===== config.mk =====
export PLATFORM = sky130hd
export DESIGN_NAME = ppfr_ctrl
export DESIGN_NICKNAME = d
export VERILOG_FILES = /design/src/rtl/ppfr_pkg.sv /design/src/rtl/ppfr_ctrl.sv
export SDC_FILE = /design/constraint.sdc
export NUM_CORES = 1
export LEC_CHECK = 0
export BUFFER_PORTS_ARGS = -buffer_cell sky130_fd_sc_hd__buf_2
export CAP_MARGIN = 0
export CORE_AREA = 2 2 39 41
export CTS_CLUSTER_SIZE = 16
export DETAILED_ROUTE_END_ITERATION = 10
export DIE_AREA = 0 0 41 43
export PLACE_DENSITY = 0.42
export RECOVER_POWER = 50
export REMOVE_ABC_BUFFERS = 1
export SLEW_MARGIN = 5
export SYNTH_ARGS = -nofsm -noshare
export SYNTH_HDL_FRONTEND = slang
export SYNTH_SLANG_ARGS = --single-unit

===== constraint.sdc =====
create_clock -name clk -period 2.1 [get_ports clk]
set_clock_uncertainty 0.1 [all_clocks]
set_input_delay 0.21 -clock clk [delete_from_list [all_inputs] [get_ports clk]]
set_output_delay 0.21 -clock clk [all_outputs]
set_load 0.02 [all_outputs]

===== src/rtl/ppfr_pkg.sv =====
package ppfr_pkg;

  localparam int QUEUE_SLOTS_DEF  = 16;
  localparam int PAIRS_PER_PACKET = 122;
  localparam int FRAME_LEN        = 512;
  localparam int POS_W            = 9;
  localparam int SAMPLE_W         = 16;
  localparam int FRAMES_W         = 4;
  localparam int PAIR_W           = $clog2(PAIRS_PER_PACKET);
  localparam int CHANNELS         = 3;

  localparam logic [POS_W-1:0] ODD_SHIFT = 9'd244;
  localparam logic [POS_W-1:0] PAD_LOW   = 9'd12;
  localparam logic [POS_W-1:0] PAD_HIGH  = 9'd500;
  localparam logic [2:0]       LAST_LANE = 3'd5;
  localparam logic [1:0]       CH_LIMIT  = 2'd3;

  typedef enum logic [1:0] {
    OP_WORD    = 2'd0,
    OP_READ    = 2'd1,
    OP_RELEASE = 2'd2
  } op_t;

  typedef enum logic [2:0] {
    ST_ACCEPTED  = 3'd0,
    ST_READ_OK   = 3'd1,
    ST_EMPTY     = 3'd2,
    ST_DROPPED   = 3'd3,
    ST_COMMITTED = 3'd4
  } status_t;

  typedef enum logic [1:0] {
    S_CLEAR,
    S_IDLE,
    S_LOOKUP,
    S_READ
  } ctl_state_t;

  typedef struct packed {
    logic clear;
    logic take;
    logic lookup;
    logic finish_read;
    logic load_out;
  } ctl_cmd_t;

  typedef struct packed {
    logic clear_last;
    logic go_lookup;
    logic go_read;
  } dp_stat_t;

endpackage


===== src/rtl/ppfr_ctrl.sv =====
module ppfr_ctrl (
  input  logic               clk,
  input  logic               rst,
  input  logic               in_valid,
  output logic               in_ready,
  output logic               out_valid,
  input  logic               out_ready,
  input  ppfr_pkg::dp_stat_t stat,
  output ppfr_pkg::ctl_cmd_t cmd
);

  import ppfr_pkg::*;

  ctl_state_t state, state_next;
  logic       out_valid_next;

  always_ff @(posedge clk) begin
    if (rst) begin
      state     <= S_CLEAR;
      out_valid <= 1'b0;
    end else begin
      state     <= state_next;
      out_valid <= out_valid_next;
    end
  end

  always_comb begin
    state_next     = state;
    cmd            = '0;
    in_ready       = 1'b0;
    out_valid_next = out_valid && !out_ready;
    unique case (state)
      S_CLEAR: begin
        cmd.clear = 1'b1;
        if (stat.clear_last) begin
          state_next = S_IDLE;
        end
      end
      S_IDLE: begin
        in_ready = !out_valid || out_ready;
        if (in_valid && in_ready) begin
          cmd.take = 1'b1;
          if (stat.go_read) begin
            state_next = S_READ;
          end else begin
            // result known at once, number lookup follows in S_LOOKUP
            cmd.load_out   = 1'b1;
            out_valid_next = 1'b1;
            if (stat.go_lookup) begin
              state_next = S_LOOKUP;
            end
          end
        end
      end
      S_LOOKUP: begin
        cmd.lookup = 1'b1;
        state_next = S_IDLE;
      end
      S_READ: begin
        cmd.finish_read = 1'b1;
        cmd.load_out    = 1'b1;
        out_valid_next  = 1'b1;
        state_next      = S_IDLE;
      end
      default: state_next = S_CLEAR;
    endcase
  end

endmodule


==> flow_metrics.py <==
metrics = {
    "outcome": {
        "status": "completed",
    },
    "place": {
        "gp_congestion": 0.604,
        "io_buffers": 13,
        "dpl.cell_count": 47,
        "hpwl_um": 359,
    },
    "clock_network": {
        "hold_buffers": 0,
        "clk_latency_ns": 0.23,
        "cts.sinks": 3,
        "post-cts-setup-buffers": 0,
        "clk_pin_slew_ns": 0.04,
        "cts_tree": "yes",
        "post_cts_resized": 0,
        "cts_buffer_depth": 2,
        "cts_buffers": 3,
        "cts_max_level": 1,
        "root_buffer": "clkbuf_4",
    },
    "sta": {
        "worst_pin_slew_ns": 0.254,
        "hold_viol_final": 0,
        "rsz0062_at_grt": "false",
        "drv_slew": 0,
        "slew_headroom": 0.831,
        "setup_viol": 0,
        "fin_crit_ns": 1.48,
        "max_freq_mhz": 678,
        "fin_crit_sh": 0.702,
        "whs_ns": 0.0681,
        "fin_setup_tns_ns": 0,
    },
    "detailed_routing": {
        "avgRoutedWirePerCell_um": 8.78,
        "wl_met1_um": 204,
        "dr.pass1.iters": 1,
        "dr.max_layer_used": "met3",
        "route.met2.wl_um": 153,
        "drt_iter0_markers": 0,
        "antenna_left": 0,
        "num_vias": 191,
        "drc": 0,
        "route.met3.wl_um": 89,
        "viasPerCell": 3.75,
        "routed_wl_um": 448,
    },
    "critical_path": {
        "crit_arrival_ns": 1.17,
        "r2r_cells": 2,
        "worst_setup_path_start_kind": "flip-flop",
        "timing_worst_setup_path_type": "reg2out",
        "cp-end-kind": "output pin",
        "crit_required_ns": 1.79,
        "crit_fanout": 6,
    },
    "floorplan": {
        "initial_core_util": 0.121,
        "die_x_um": 41,
        "dieArea_mm2": 0.00176,
        "die_height_um": 43,
        "core_area_mm2": 0.00138,
        "fp-row-count": 14,
        "ios": 14,
    },
    "power_and_ir_drop": {
        "p_leak_nw": 0.132,
        "ir_worst_vdd_mv": 0.125,
        "power_density_mw_per_mm2": 749,
        "finalPower_mw": 0.202,
    },
    "synth": {
        "ys_top_cells_by_area": "dfxtp_1, a311oi_2, nand2b_4",
        "yosys.area.top_type": "dfxtp_1",
        "syn_avg_cell_area_um2": 9.31,
        "yosysWarnings": 0,
        "synthCells": 18,
        "synth_top_area_frac": 0.358,
        "ys_seq_area_frac": 0.358,
        "ys_seq_elements": 3,
        "synth_area_um2": 168,
        "ys_types": 12,
    },
    "job": {
        "drv_cap": 0,
    },
    "final_layout": {
        "area_delta_synth_final_pct": 61.2,
        "nets": 43,
        "diodes": 0,
        "final_layout_size_suffix_gt1_frac": 0.486,
        "finalNonFillerCells": 51,
    },
    "global_route": {
        "grt-ovfl-total": 0,
        "antenna_found_initial": 0,
        "grt_pass1_wl_um": 690,
        "grt_max_degree": 8,
        "grt_use_total": 0.0653,
        "grt_pass1_vias": 184,
    },
    "min_path": {
        "hold_path_depth": 2,
        "worstHoldPathType": "in2reg",
    },
}
-- Yosys cell counts --
library cell  n
a31o_2        1
nor3_1        1
dfxtp_1       3
a21oi_1       1
a311oi_2      1
nand2b_4      1
and3_1        1
and2_1        2
nor2_1        3
nor2b_1       2
and3b_4       1
o21ai_0       1
-- flip-flops by register name (all words and copies together), names as in the netlist --
name / count
out_valid: 1
state: 2
-- cells by family after synthesis --
family | share of synthesized area
and+or+nand+nor | 0.440
DFF | 0.358
AOI/OAI and AO/OA | 0.201
-- report_power, final --
group	internal, mW	total (mW)	switching [mW]
Clock	0.0712	0.101	0.0294
Combinational	0.0171	0.0375	0.0204
Sequential	0.0604	0.0643	0.00391
-- metal layers --
layer / track usage / vias up
li1: - / 98
met1: 0.0804 / 79
met2: 0.0688 / 14
met3: 0.0314 / 0
met4: 0.0800 / 0
met5: 0 / -
-- placed cells by master (no fill, tap or decap) --
| master | instances |
|---|---|
| dfxtp_1 | 3 |
| nor3_1 | 1 |
| a31o_2 | 1 |
| and3_1 | 1 |
| o21ai_0 | 1 |
| nor2b_1 | 2 |
| and2_1 | 2 |
| nor2_1 | 3 |
| a21oi_1 | 1 |
| clkbuf_4 | 3 |
| and3b_4 | 1 |
| nand2b_4 | 1 |
| clkbuf_1 | 3 |
| buf_2 | 11 |
| a311oi_1 | 1 |
-- critical path, cell delays in order (launching register included) --
cell and delay, ns:
dfxtp_1 0.33, and3b_4 0.32, and2_1 0.12, buf_2 0.15
-- layout make-up --
type,instances,area (um^2)
Timing Repair Buffer,13,62.6
Multi-Input combinational cell,15,101
Tap cell,16,20.0
Clock buffer,4,26.3
Sequential cell,3,60.1
Fill cell,157,1110
-- metrics by stage --
stage	utilization	cell area [um^2]	worst slack, ns
5_1_grt	0.195	270	0.557
3_3_place_gp	0.183	253	0.863
3_5_place_dp	0.183	253	0.859
2_1_floorplan	-	168	0.817
4_1_cts	0.202	279	0.601
6_report	0.195	270	0.625
-- final timing paths --
path,to,from,slack (ns)
worst max-delay path,cmd[3],state[1],0.62
worst min-delay path,out_valid,rst,0.07
worst max register to register,state[0],state[1],1.04
worst min register to register,out_valid,out_valid,0.40
No activity file was read; power rests on OpenSTA's default activity.
